<file path="src/rtl/core/qpx_pkg.sv">
// ----------------------------------------------------------------------------
// qpx_pkg
// Shared types, constants and helpers for the query parameter extractor.
// ----------------------------------------------------------------------------
package qpx_pkg;

  localparam int MAX_CAPACITY = 256;

  localparam int QUEUE_DEPTH = 4;
  localparam int QUEUE_AW    = 2;
  localparam int QUEUE_CW    = 3;

  localparam logic [7:0] CH_PERCENT = 8'h25;
  localparam logic [7:0] CH_PLUS    = 8'h2B;
  localparam logic [7:0] CH_AMP     = 8'h26;
  localparam logic [7:0] CH_EQUALS  = 8'h3D;
  localparam logic [7:0] CH_SPACE   = 8'h20;
  localparam logic [7:0] CH_NUL     = 8'h00;

  typedef enum logic [1:0] {
    CFG_KEY_LOW    = 2'd0,
    CFG_KEY_HIGH   = 2'd1,
    CFG_KEY_LENGTH = 2'd2,
    CFG_CAPACITY   = 2'd3
  } cfg_reg_t;

  typedef enum logic {
    KIND_VALUE   = 1'b0,
    KIND_SUMMARY = 1'b1
  } result_kind_t;

  // decoded bytes produced by one transaction, in order
  typedef struct packed {
    logic [1:0]      cnt;
    logic [2:0][7:0] bytes;
  } emit_t;

  // all results caused by one input transaction
  typedef struct packed {
    logic [1:0]      nbytes;
    logic [2:0][7:0] bytes;
    logic            summary;
    logic            found;
    logic [7:0]      length;
  } bundle_t;

  // bit 4 set: not a hex digit
  function automatic logic [4:0] hex_val(input logic [7:0] c);
    logic [4:0] v;
    if (c >= 8'h30 && c <= 8'h39) begin
      v = 5'(c - 8'h30);
    end else if (c >= 8'h61 && c <= 8'h66) begin
      v = 5'(c - 8'h61 + 8'd10);
    end else if (c >= 8'h41 && c <= 8'h46) begin
      v = 5'(c - 8'h41 + 8'd10);
    end else begin
      v = 5'd16;
    end
    return v;
  endfunction

  function automatic emit_t emit_push(input emit_t e, input logic [7:0] b);
    emit_t r;
    r = e;
    case (e.cnt)
      2'd0: begin
        r.bytes[0] = b;
        r.cnt = 2'd1;
      end
      2'd1: begin
        r.bytes[1] = b;
        r.cnt = 2'd2;
      end
      2'd2: begin
        r.bytes[2] = b;
        r.cnt = 2'd3;
      end
      default: r = e;
    endcase
    return r;
  endfunction

endpackage

</file>
<file path="src/rtl/core/qpx_front.sv">
// ----------------------------------------------------------------------------
// qpx_front
// Configuration registers, pair matching and percent decoding; turns each
// input transaction into at most one bundle of results.
// ----------------------------------------------------------------------------
module qpx_front #(
  parameter int KEY_BYTES = 16
) (
  input  logic              clk,
  input  logic              rst,
  input  logic              cfg_write,
  input  logic [1:0]        cfg_index,
  input  logic [63:0]       cfg_data,
  input  logic              in_valid,
  output logic              in_ready,
  input  logic [7:0]        query_byte,
  input  logic              final_byte,
  input  logic              queue_full,
  output logic              push,
  output qpx_pkg::bundle_t  push_data
);
  import qpx_pkg::*;

  typedef enum logic [3:0] {
    PH_MATCH = 4'b0001,
    PH_SKIP  = 4'b0010,
    PH_VALUE = 4'b0100,
    PH_IDLE  = 4'b1000
  } phase_t;

  logic [15:0][7:0]          key;
  logic [4:0]                key_length;
  logic [8:0]                value_capacity;

  phase_t     phase, phase_next;
  logic [4:0] match_index, match_index_next;
  logic [1:0] held_count, held_count_next;
  logic [7:0] held_digit, held_digit_next;
  logic [7:0] written_count;
  logic       found_flag, found_flag_next;

  logic [8:0] cap_eff;
  logic [7:0] limit;
  logic [7:0] room;
  logic [1:0] nemit;
  logic       usable;
  logic [7:0] key_byte;
  logic [4:0] hv;
  logic [4:0] hd_val;
  logic       is_pct;
  logic [7:0] plain_byte;
  emit_t      cand;
  logic       accept;

  always_comb begin
    cap_eff = (17'(value_capacity) > 17'(MAX_CAPACITY)) ? 9'(MAX_CAPACITY)
                                                        : value_capacity;
    limit   = (cap_eff == 9'd0) ? 8'd0 : 8'(cap_eff - 9'd1);
    usable  = (key_length != 5'd0) && (key_length <= 5'(KEY_BYTES)) &&
              (cap_eff != 9'd0);
    key_byte = key[match_index[3:0]];
  end

  always_comb begin
    hv               = hex_val(query_byte);
    hd_val           = hex_val(held_digit);
    is_pct           = query_byte == CH_PERCENT;
    plain_byte       = (query_byte == CH_PLUS) ? CH_SPACE : query_byte;
    cand             = '0;
    phase_next       = phase;
    match_index_next = match_index;
    held_count_next  = held_count;
    held_digit_next  = held_digit;
    found_flag_next  = found_flag;

    if (query_byte == CH_NUL) begin
      if (phase == PH_VALUE) begin
        if (held_count_next != 2'd0) cand = emit_push(cand, CH_PERCENT);
        if (held_count_next == 2'd2) cand = emit_push(cand, held_digit_next);
        held_count_next = 2'd0;
        held_digit_next = 8'd0;
      end
      phase_next = PH_IDLE;
    end else begin
      case (phase)
        PH_MATCH: begin
          if (query_byte == CH_AMP) begin
            match_index_next = 5'd0;
          end else if (!usable) begin
            phase_next = PH_SKIP;
          end else if (match_index < key_length) begin
            if (query_byte == key_byte) match_index_next = match_index + 5'd1;
            else phase_next = PH_SKIP;
          end else if (query_byte == CH_EQUALS) begin
            phase_next      = PH_VALUE;
            found_flag_next = 1'b1;
          end else begin
            phase_next = PH_SKIP;
          end
        end
        PH_SKIP: begin
          if (query_byte == CH_AMP) begin
            phase_next       = PH_MATCH;
            match_index_next = 5'd0;
          end
        end
        PH_VALUE: begin
          if (query_byte == CH_AMP) begin
            if (held_count != 2'd0) cand = emit_push(cand, CH_PERCENT);
            if (held_count == 2'd2) cand = emit_push(cand, held_digit);
            held_count_next = 2'd0;
            held_digit_next = 8'd0;
            phase_next      = PH_IDLE;
          end else if (held_count == 2'd2) begin
            held_count_next = 2'd0;
            held_digit_next = 8'd0;
            if (!hv[4]) begin
              cand = emit_push(cand, {hd_val[3:0], hv[3:0]});
            end else begin
              cand = emit_push(cand, CH_PERCENT);
              cand = emit_push(cand, held_digit);
              if (is_pct) held_count_next = 2'd1;
              else cand = emit_push(cand, plain_byte);
            end
          end else if (held_count == 2'd1) begin
            if (!hv[4]) begin
              held_count_next = 2'd2;
              held_digit_next = query_byte;
            end else begin
              held_count_next = 2'd0;
              cand = emit_push(cand, CH_PERCENT);
              if (is_pct) held_count_next = 2'd1;
              else cand = emit_push(cand, plain_byte);
            end
          end else begin
            if (is_pct) held_count_next = 2'd1;
            else cand = emit_push(cand, plain_byte);
          end
        end
        PH_IDLE: begin
        end
        default: begin
          phase_next = PH_IDLE;
        end
      endcase
    end

    if (final_byte && phase_next == PH_VALUE) begin
      if (held_count_next != 2'd0) cand = emit_push(cand, CH_PERCENT);
      if (held_count_next == 2'd2) cand = emit_push(cand, held_digit_next);
      held_count_next = 2'd0;
      held_digit_next = 8'd0;
    end
  end

  always_comb begin
    room  = (limit > written_count) ? limit - written_count : 8'd0;
    nemit = (room < 8'(cand.cnt)) ? room[1:0] : cand.cnt;
    push_data.nbytes  = nemit;
    push_data.bytes   = cand.bytes;
    push_data.summary = final_byte;
    push_data.found   = found_flag_next;
    push_data.length  = written_count + 8'(nemit);
  end

  assign in_ready = !queue_full;
  assign accept   = in_valid && in_ready;
  assign push     = accept && ((nemit != 2'd0) || final_byte);

  always_ff @(posedge clk) begin
    if (rst) begin
      key            <= '0;
      key_length     <= 5'd0;
      value_capacity <= 9'd256;
    end else if (cfg_write) begin
      case (cfg_reg_t'(cfg_index))
        CFG_KEY_LOW:    key[7:0]       <= cfg_data;
        CFG_KEY_HIGH:   key[15:8]      <= cfg_data;
        CFG_KEY_LENGTH: key_length     <= cfg_data[4:0];
        CFG_CAPACITY:   value_capacity <= cfg_data[8:0];
        default: begin
        end
      endcase
    end
  end

  always_ff @(posedge clk) begin
    if (rst) begin
      phase         <= PH_MATCH;
      match_index   <= 5'd0;
      held_count    <= 2'd0;
      held_digit    <= 8'd0;
      written_count <= 8'd0;
      found_flag    <= 1'b0;
    end else if (accept) begin
      if (final_byte) begin
        phase         <= PH_MATCH;
        match_index   <= 5'd0;
        held_count    <= 2'd0;
        held_digit    <= 8'd0;
        written_count <= 8'd0;
        found_flag    <= 1'b0;
      end else begin
        phase         <= phase_next;
        match_index   <= match_index_next;
        held_count    <= held_count_next;
        held_digit    <= held_digit_next;
        written_count <= push_data.length;
        found_flag    <= found_flag_next;
      end
    end
  end

endmodule

</file>
<file path="src/rtl/core/qpx_queue.sv">
// ----------------------------------------------------------------------------
// qpx_queue
// Short queue of result bundles between the front and back parts.
// ----------------------------------------------------------------------------
module qpx_queue (
  input  logic              clk,
  input  logic              rst,
  input  logic              push,
  input  qpx_pkg::bundle_t  push_data,
  output logic              full,
  input  logic              pop,
  output logic              head_valid,
  output qpx_pkg::bundle_t  head_data
);
  import qpx_pkg::*;

  bundle_t                mem [QUEUE_DEPTH];
  logic [QUEUE_AW-1:0]    wptr;
  logic [QUEUE_AW-1:0]    rptr;
  logic [QUEUE_CW-1:0]    count;

  assign full       = count == QUEUE_CW'(QUEUE_DEPTH);
  assign head_valid = count != '0;
  assign head_data  = mem[rptr];

  always_ff @(posedge clk) begin
    if (push) begin
      mem[wptr] <= push_data;
    end
  end

  always_ff @(posedge clk) begin
    if (rst) begin
      wptr  <= '0;
      rptr  <= '0;
      count <= '0;
    end else begin
      if (push) wptr <= wptr + 1'b1;
      if (pop)  rptr <= rptr + 1'b1;
      if (push && !pop) count <= count + 1'b1;
      else if (pop && !push) count <= count - 1'b1;
    end
  end

endmodule

</file>
<file path="src/rtl/core/qpx_back.sv">
// ----------------------------------------------------------------------------
// qpx_back
// Unpacks each bundle into single results and drives the output register.
// ----------------------------------------------------------------------------
module qpx_back (
  input  logic              clk,
  input  logic              rst,
  input  logic              head_valid,
  input  qpx_pkg::bundle_t  head_data,
  output logic              pop,
  output logic              out_valid,
  input  logic              out_ready,
  output logic              result_kind,
  output logic [7:0]        value_byte,
  output logic              found,
  output logic [7:0]        value_length,
  output logic              run_last
);
  import qpx_pkg::*;

  logic [1:0] idx;
  logic [2:0] total;
  logic       last;
  logic       is_summary;
  logic       load;
  logic [7:0] sel_byte;

  always_comb begin
    total      = 3'(head_data.nbytes) + 3'(head_data.summary);
    last       = (3'(idx) + 3'd1) == total;
    is_summary = idx == head_data.nbytes;
    case (idx)
      2'd0:    sel_byte = head_data.bytes[0];
      2'd1:    sel_byte = head_data.bytes[1];
      2'd2:    sel_byte = head_data.bytes[2];
      default: sel_byte = 8'd0;
    endcase
  end

  assign load = head_valid && (!out_valid || out_ready);
  assign pop  = load && last;

  always_ff @(posedge clk) begin
    if (rst) begin
      out_valid <= 1'b0;
      idx       <= 2'd0;
    end else begin
      if (load) begin
        out_valid <= 1'b1;
        idx       <= last ? 2'd0 : idx + 2'd1;
      end else if (out_ready) begin
        out_valid <= 1'b0;
      end
    end
  end

  always_ff @(posedge clk) begin
    if (load) begin
      result_kind  <= is_summary ? KIND_SUMMARY : KIND_VALUE;
      value_byte   <= is_summary ? 8'd0 : sel_byte;
      found        <= is_summary && head_data.found;
      value_length <= is_summary ? head_data.length : 8'd0;
      run_last     <= last;
    end
  end

endmodule

</file>
<file path="src/rtl/core/query_parameter_extract_decode.sv">
// ----------------------------------------------------------------------------
// query_parameter_extract_decode
// Selects one key=value pair from a query string and percent-decodes its value.
//
//   channel   direction  handshake            payload
//   cfg       in         cfg_write            cfg_index, cfg_data
//   in        in         in_valid / in_ready  query_byte, final_byte
//   out       out        out_valid / out_ready result_kind, value_byte, found,
//                                             value_length, run_last
//
// One input byte is taken per cycle while the bundle queue has room.
// The output register holds one result at a time; the four-entry queue
// absorbs the bursts of bytes that cause more than one result. A result is
// written to the queue and then loaded into the output register (out_valid).
// Synchronous reset restores the configuration and clears the query state.
// in_ready falls only when the queue is full; out_ready stalls the back part.
// ----------------------------------------------------------------------------
module query_parameter_extract_decode #(
  parameter int KEY_BYTES = 16
) (
  input  logic        clk,
  input  logic        rst,
  input  logic        cfg_write,
  input  logic [1:0]  cfg_index,
  input  logic [63:0] cfg_data,
  input  logic        in_valid,
  output logic        in_ready,
  input  logic [7:0]  query_byte,
  input  logic        final_byte,
  output logic        out_valid,
  input  logic        out_ready,
  output logic        result_kind,
  output logic [7:0]  value_byte,
  output logic        found,
  output logic [7:0]  value_length,
  output logic        run_last
);
  import qpx_pkg::*;

  logic    queue_full;
  logic    push;
  bundle_t push_data;
  logic    pop;
  logic    head_valid;
  bundle_t head_data;

  qpx_front #(
    .KEY_BYTES (KEY_BYTES)
  ) u_front (
    .clk        (clk),
    .rst        (rst),
    .cfg_write  (cfg_write),
    .cfg_index  (cfg_index),
    .cfg_data   (cfg_data),
    .in_valid   (in_valid),
    .in_ready   (in_ready),
    .query_byte (query_byte),
    .final_byte (final_byte),
    .queue_full (queue_full),
    .push       (push),
    .push_data  (push_data)
  );

  qpx_queue u_queue (
    .clk        (clk),
    .rst        (rst),
    .push       (push),
    .push_data  (push_data),
    .full       (queue_full),
    .pop        (pop),
    .head_valid (head_valid),
    .head_data  (head_data)
  );

  qpx_back u_back (
    .clk          (clk),
    .rst          (rst),
    .head_valid   (head_valid),
    .head_data    (head_data),
    .pop          (pop),
    .out_valid    (out_valid),
    .out_ready    (out_ready),
    .result_kind  (result_kind),
    .value_byte   (value_byte),
    .found        (found),
    .value_length (value_length),
    .run_last     (run_last)
  );

  a_summary_last: assert property (@(posedge clk) disable iff (rst)
    out_valid && (result_kind == KIND_SUMMARY) |-> run_last)
    else $error("summary result not marked last");

  a_value_clean: assert property (@(posedge clk) disable iff (rst)
    out_valid && (result_kind == KIND_VALUE) |-> !found && (value_length == 8'd0))
    else $error("value result carries summary fields");

  a_not_found_empty: assert property (@(posedge clk) disable iff (rst)
    out_valid && (result_kind == KIND_SUMMARY) && !found |-> value_length == 8'd0)
    else $error("bytes emitted without a selected pair");

  a_full_stalls: assert property (@(posedge clk) disable iff (rst)
    queue_full |-> !in_ready)
    else $error("input taken while queue full");

endmodule
</file>
<file path="config.mk">
export PLATFORM = sky130hd
export DESIGN_NAME = query_parameter_extract_decode
export DESIGN_NICKNAME = d
export VERILOG_FILES = /design/src/rtl/core/qpx_pkg.sv /design/src/rtl/core/qpx_front.sv /design/src/rtl/core/qpx_queue.sv /design/src/rtl/core/qpx_back.sv /design/src/rtl/core/query_parameter_extract_decode.sv
export SDC_FILE = /design/constraint.sdc
export NUM_CORES = 1
export LEC_CHECK = 0
export BUFFER_PORTS_ARGS = -buffer_cell sky130_fd_sc_hd__buf_2
export CORE_ASPECT_RATIO = 0.6
export CORE_MARGIN = 4
export CORE_UTILIZATION = 50
export CTS_CLUSTER_DIAMETER = 50
export CTS_CLUSTER_SIZE = 25
export DETAILED_ROUTE_END_ITERATION = 8
export GPL_ROUTABILITY_DRIVEN = 0
export PLACE_DENSITY = 0.71
export SYNTH_ARGS = -nofsm -noshare
export SYNTH_HDL_FRONTEND = slang
export SYNTH_SLANG_ARGS = --single-unit
export TNS_END_PERCENT = 10
</file>
<file path="constraint.sdc">
create_clock -name clk -period 8 [get_ports clk]
set_clock_uncertainty 0.15 [all_clocks]
set_input_delay 2.4 -clock clk [delete_from_list [all_inputs] [get_ports clk]]
set_output_delay 2.4 -clock clk [all_outputs]
set_load 0.01 [all_outputs]
</file>
Word level (Yosys, flattened, before mapping)
Memories as Yosys holds them, arrays and structs flattened. A register that Yosys moved wholly into a read port is not among the register bits.
Cells that the tools add are included.
W data, S select, Z words.
- bits in registers: 199
- bits in writable memories: 144
- input port bits: 80
- output and inout port bits: 21
- word-level logic and storage cells: 298
- memories kept: 1
- memory list (memory ; depth ; bits a word ; rd ports ; clocked after memory_dff ; wr ports ; RTL line ; text):
    u_queue.mem ; 4 ; 36 ; 1 ; 1 ; 1 ; qpx_queue.sv:17 ; bundle_t mem [QUEUE_DEPTH];
- add/subtract/negate cells: 21
- magnitude comparators: 18
- equal/unequal tests: 40
- muxes and demuxes: 137
- reduce and logical (&&, ||, !) cells: 47
- operator list (kind ; number):
    $mux W26 ; 21
    $mux W8 ; 35
    $mux W2 ; 30
    $mux W25 ; 2
    $mux W5 ; 10
    $mux W4 ; 11
    $pmux W2 S3 ; 7
    $bmux W8 S4 ; 1
    $eq A8 B6 Y1 const B ; 4
    $ge A8 B7 Y1 const B ; 4
    $le A8 B7 Y1 const B ; 4
    $eq A2 B2 Y1 const B ; 12
    $pmux W8 S3 ; 1
    $eq A2 B1 Y1 const B ; 10
    $logic_not A2 Y1 ; 9
    $ge A8 B6 Y1 const B ; 2
    $le A8 B6 Y1 const B ; 2
    $logic_and A1 B1 Y1 ; 16
    $pmux W4 S4 ; 1
    $mux W1 ; 13
    $ne A4 B2 Y1 const B ; 3
    $sub A4 B1 Y4 const B ; 3
    $add A5 B4 Y5 const B ; 2
    $pmux W5 S2 ; 1
    40 further kinds ; 59

Longest topological paths before layout
- word-level depth: 42
- depth in mapped cells: 29
- depth with buffers taken out: 28

By module
A second synthesis with hierarchy kept.
- cell total of the unflattened synthesis: 1521
- area total of the unflattened synthesis: 16417.0 sq um
- modules (own cells, without submodules) (module ; instances ; cells an instance ; area an instance (sq um) ; seq. area each (sq um)):
    qpx_front ; 1 ; 1211 ; 9696.8 ; 3403.3
    qpx_queue ; 1 ; 232 ; 5679.2 ; 4504.3
    qpx_back ; 1 ; 78 ; 1041.0 ; 630.6

Least setup slack after synthesis
No wires, ideal clock.
- kind: input port to flip-flop
- start point: input query_byte[5]
- end point: memory u_queue.mem[0][0] in the netlist's numbering, enable pin
- setup time: 0.397 ns
- data arrival time: 6.832 ns
- required time: 7.453 ns
- slack: 0.622 ns
- stages: 16
- path buffers: 3
- cell sequence: clkbuf_1 -> or3b_1 -> or4_1 -> clkbuf_1 -> and2_1 -> clkbuf_1 -> and3_1 -> o21ai_0 -> inv_1 -> nor2_1 -> ha_1 -> nor2_1 -> o21ai_0 -> and2_4 -> a311oi_4 -> and2_1
- longest elaborated chain between the ends: 26
- elaborated cells between the ends (all ways): 68
- classes of those cells: 7 x order compare; 10 x eq/ne; 40 x mux; 11 x reduce/logical
- ends and longest elaborated chain (item ; RTL line ; text):
    from (decl) ; query_parameter_extract_decode.sv:28 ; input logic [7:0] query_byte,
    $ge A8 B7 Y1 or $le A8 B7 Y1 (tied branches) ; qpx_pkg.sv:54 ; end else if (c >= 8'h41 && c <= 8'h46) begin
    $logic_and A1 B1 Y1 ; qpx_pkg.sv:54 ;
    $mux W5 ; qpx_pkg.sv:54 ;
    $mux W5 ; qpx_pkg.sv:52 ; end else if (c >= 8'h61 && c <= 8'h66) begin
    $mux W5 ; qpx_pkg.sv:50 ; if (c >= 8'h30 && c <= 8'h39) begin
    $mux W26 ; qpx_front.sv:126 ; if (!hv[4]) begin
    $mux W26 ; qpx_front.sv:125 ; end else if (held_count == 2'd1) begin
    $mux W26 ; qpx_front.sv:114 ; end else if (held_count == 2'd2) begin
    (+11 left out) ; -- ;
    $lt A8 B2 Y1 ; qpx_front.sv:158 ; nemit = (room < 8'(cand.cnt)) ? room[1:0] : cand.cnt;
    $mux W2 (*) ; qpx_front.sv:158 ;
    $reduce_bool A2 Y1 (*) ; qpx_front.sv:168 ; assign push = accept && ((nemit != 2'd0) || final_byte);
    $logic_or A1 B1 Y1 (*) ; qpx_front.sv:168 ;
    $logic_and A1 B1 Y1 (*) ; qpx_front.sv:168 ;
    net push ; query_parameter_extract_decode.sv:41 ; logic push;
    $mux W1 (*) ; qpx_queue.sv:27 ; if (push) begin
    $mux W1 (implied by the code) (*) ; qpx_queue.sv:28 ; mem[wptr] <= push_data;
    to (decl) ; qpx_queue.sv:17 ;
The timed path passes the listed nets; every way through them passes the cells marked *. The select of a mux whose other input is x is not followed.

==> PnR_summary.wiki <==
{| class="wikitable"
! Metric !! Value
|-
| Leakage power total || a little over 0.006 uW
|-
| Number of levels in the clock H-tree || 1
|-
| Chip width || about 240 um
|-
| Maximum VDD drop || approximately 0.00014 V
|-
| Buffers from clock root to sink, at most || 3
|-
| R2R Path End || u_front.written_count[6]$_SDFFE_PP0P_
|-
| Synth Area per Inst || ~10 sq um
|-
| Die height || around 150 um
|-
| Layout overhead on the synthesized area || 9.66%
|-
| Most common cell on crit path || sky130_fd_sc_hd__nor2_1
|-
| Total power per unit cell area || about 230 nW/um^2
|-
| Critical Path Start Type || input port
|-
| Relative slew slack || between 10% and 20%
|-
| Post-synthesis sequential area ratio || around 52%
|-
| Number of global-route vias before repair || 11600
|-
| Vias per cell || between 6 and 7
|-
| Destination of the critical timing path || u_front.written_count[6]$_SDFFE_PP0P_
|-
| Crit Reg-Reg Startpoint || u_front.match_index[1]$_SDFFE_PP0P_
|-
| GR Util All Layers || a little under a quarter
|-
| Iteration-0 DRC count of the detailed router || roughly 1700
|-
| Critical Path AT || ~7.7 ns
|-
| Detailed placement HPWL || approximately 30 mm
|-
| Peak clock frequency supported by timing || 0.136 GHz
|-
| Total number of vias || 12600
|-
| Layout Utilization || a little under three fifths
|-
| Number of synthesized flops with an enable pin || between 150 and 200
|-
| Result of the run || finished clean
|-
| CP endpoint kind || register
|-
| Area of the die || 35900 sq um
|-
| CTS tree || done
|-
| DRC viols || 0
|-
| Initial Util || about half
|-
| Layout cells sized above 1 || ~14%
|-
| Later-pin clock latency in the skew report || roughly 0.55 ns
|-
| Clock period minus worst slack || roughly 7.3 ns
|-
| Synthesized area || 16400 sq um
|-
| Clock slew seen by the registers of the worst setup and hold paths || about 0.09 ns
|-
| Cell-by-cell trace of the critical path || buf_2 > nor4bb_1 > a21boi_0 > o221a_2 > nor2_1 > o21ai_0 > inv_1 > nor2_1 > ha_1 > nor2_1 > o21ai_0 > and2_4 > nor2_1 > ha_1 > fa_1 > and3_1 > nand3_1 > xnor2_1 > a22oi_1 > nor2_1
|-
| Number of setup violations in the final report || 0
|-
| Max-cap violation count || 0
|-
| Wire length of the first global-routing pass || approximately 66 mm
|-
| Buffers and inverters on the worst path || 2
|-
| Largest stage delay, worst path || ~0.65 ns
|-
| Tcrit/Tclk final || 91.8%
|-
| Worst Tran Pin Value || about 1.2 ns
|-
| R2r setup slk || around 1.6 ns
|-
| Most frequent cells in the layout || 347 x sky130_fd_sc_hd__nand2_1, 188 x sky130_fd_sc_hd__a21oi_1, 181 x sky130_fd_sc_hd__dfxtp_1
|-
| Detailed-router iteration count before antenna repair || 7
|-
| Unrepaired setup endpoints after global routing || no
|-
| Post-synthesis cell count || about 1600
|-
| Wire length reported by the detailed router || 42.2 mm
|-
| Count of warnings emitted by yosys || 0
|-
| Row cnt || between 50 and 60
|-
| Startpoint-to-endpoint class of the critical path || input port to register
|-
| Launching instance or port of the critical path || query_byte[4]
|-
| Final max-slew violation count || 0
|-
| Worst hold path depth || 2
|-
| Max Fanout on Critical Path || 21
|-
| Largest net degree at the start of global routing || 148
|-
| Commonest non-fill, non-tap cell in the layout || sky130_fd_sc_hd__nand2_1
|-
| Final Hold Viols || 0
|-
| Setup tns final || 0 ns
|-
| Main synth FF type || sky130_fd_sc_hd__dfxtp_1
|-
| Total of hold buffers inserted after clock tree synthesis || 0
|-
| Initial antenna violation count || 2
|-
| Top-level port count || 101
|-
| Number of post-CTS setup repair buffers || 0
|-
| Asr flop ratio synth || 0%
|-
| Final net count || 1770
|-
| Req. time, crit path || 8.33 ns
|-
| Residual overflow from global routing || 0
|-
| Kind of cell adding the most delay to the critical path || simple AND/OR/NAND/NOR gates
|-
| Flip-flop and latch count after synthesis || 345
|-
| Min-delay worst type || register to register
|-
| Cell depth of the worst flop-to-flop path || 20
|-
| Mapped Nets || 1732
|-
| Slowest stage cell on the critical path || sky130_fd_sc_hd__nor4bb_1
|-
| Logic depth of the worst path, buffers included || 20
|-
| Final ANT Viol Nets || 0
|-
| Number of clock sinks seen by CTS || around 350
|-
| Root buf cell || sky130_fd_sc_hd__clkbuf_16
|-
| Distinct cell type count of the synthesized netlist || 75
|-
| Area of the core || approximately 32000 sq um
|-
| IO buf count || 100
|-
| CTS buffer count || 22
|-
| Wirelength per Cell || 20.1 um
|}
[cell usage after synthesis (9+ instances only)]
master | count | share of area, %
sky130_fd_sc_hd__a21oi_1 | 188 | 5.7
sky130_fd_sc_hd__and2_1 | 12 | 0.46
sky130_fd_sc_hd__xnor2_1 | 34 | 1.8
sky130_fd_sc_hd__ha_1 | 37 | 2.8
sky130_fd_sc_hd__buf_1 | 11 | 0.25
sky130_fd_sc_hd__and3_1 | 15 | 0.57
sky130_fd_sc_hd__a211oi_1 | 9 | 0.41
sky130_fd_sc_hd__nand2b_1 | 16 | 0.61
sky130_fd_sc_hd__nor2_1 | 86 | 2.0
sky130_fd_sc_hd__mux2i_1 | 51 | 3.1
sky130_fd_sc_hd__edfxtp_1 | 163 | 30
sky130_fd_sc_hd__o21ai_0 | 42 | 1.3
sky130_fd_sc_hd__nand3_1 | 16 | 0.49
sky130_fd_sc_hd__clkbuf_1 | 85 | 1.9
sky130_fd_sc_hd__a31oi_1 | 9 | 0.34
sky130_fd_sc_hd__mux4_2 | 51 | 7.0
sky130_fd_sc_hd__dfxtp_1 | 182 | 22
sky130_fd_sc_hd__nor3_1 | 22 | 0.67
sky130_fd_sc_hd__nand2_1 | 347 | 7.9
sky130_fd_sc_hd__inv_1 | 44 | 1.0
sky130_fd_sc_hd__nor2b_1 | 16 | 0.61
sky130_fd_sc_hd__a22oi_1 | 32 | 1.5
[flip-flops by register name, summed over array words and instances, names as in the netlist, named ones only]
name,count
u_back.out_valid,1
u_back.idx,2
u_back.found,1
u_front.key_length,5
u_front.match_index,5
u_back.value_byte,8
u_queue.wptr,2
u_front.found_flag,1
u_front.phase,4
u_back.value_length,8
u_front.value_capacity,9
u_back.result_kind,1
u_front.key,128
u_queue.mem,144
u_front.held_count,2
u_front.written_count,8
u_back.run_last,1
u_queue.count,3
u_front.held_digit,8
u_queue.rptr,2
[tightest hold or removal path: stages, from the launching register on]
cell	delay [ns]
sky130_fd_sc_hd__dfxtp_1	0.31
sky130_fd_sc_hd__nand2_1	0.05
sky130_fd_sc_hd__a21oi_1	0.05
[metrics by stage]
step	setup WS, ns	total power (uW)	std cells	instance area (sq um)	hold WS (ns)
after floorplan	0.622	2710	1612	16400	0.283
after global placement	0.310	2980	2050	17300	0.290
after detailed placement	0.00973	3000	2050	17300	0.295
after CTS	0.591	4250	2090	18000	0.307
after global routing	0.114	4430	2092	18000	0.318
final	0.657	4220	2092	18000	0.305
[cells by family (layout without fill, tap and decap cells)]
family	after synthesis	count (layout)	synth area share, %
AOI/OAI and AO/OA	347	347	12.9
xor gates and xnor gates	41	41	2.18
buffers and inverters	153	207	3.74
and+or+nand+nor	576	576	15.4
muxes	110	110	10.7
other	0	2	0
adders and majority gates	40	40	3.18
DFF	345	345	51.9
[metal layers]
metal  global-route usage, %  part of all wire [%]  vias up
met4                    3.51                   1.4        2
met1                    36.5                    48     6128
met2                    33.3                    42      540
met5                    1.34                  0.16        -
li1                        -                     -     5831
met3                    4.11                   8.4       58
[final cells by class]
class	count	area (sq um)
fill	2743	14400
multi-input combinational	1114	7300
timing repair buffer	123	729
tap	424	531
clock inverter	15	175
sequential	345	8540
clock buffer	25	583
inverter	44	165
antenna	2	5.00
[repair_timing]
| action | 4_1_cts | 5_1_grt |
|---|---|---|
| gates resized for setup | 0 | 1 |
| hold endpoints to repair | 0 | 0 |
| endpoints found under the setup margin | 0 | 10 |
[how the worst min path moves through the flow]
stage | start | slack, ns | end
2_1_floorplan | u_front.key[113]$_SDFFE_PP0P_ | 0.28 | u_front.key[113]$_SDFFE_PP0P_
3_3_place_gp | u_front.key[22]$_SDFFE_PP0P_ | 0.29 | u_front.key[22]$_SDFFE_PP0P_
3_5_place_dp | u_front.key[58]$_SDFFE_PP0P_ | 0.30 | u_front.key[58]$_SDFFE_PP0P_
4_1_cts | u_front.key[58]$_SDFFE_PP0P_ | 0.31 | u_front.key[58]$_SDFFE_PP0P_
5_1_grt | u_front.key[14]$_SDFFE_PP0P_ | 0.32 | u_front.key[14]$_SDFFE_PP0P_
6_report | u_front.key[14]$_SDFFE_PP0P_ | 0.31 | u_front.key[14]$_SDFFE_PP0P_
[power breakdown]
part	internal, uW	switching (uW)
logic	357	517
clock network	595	665
registers	2010	71.3
No activity file was read; power rests on OpenSTA's default activity.
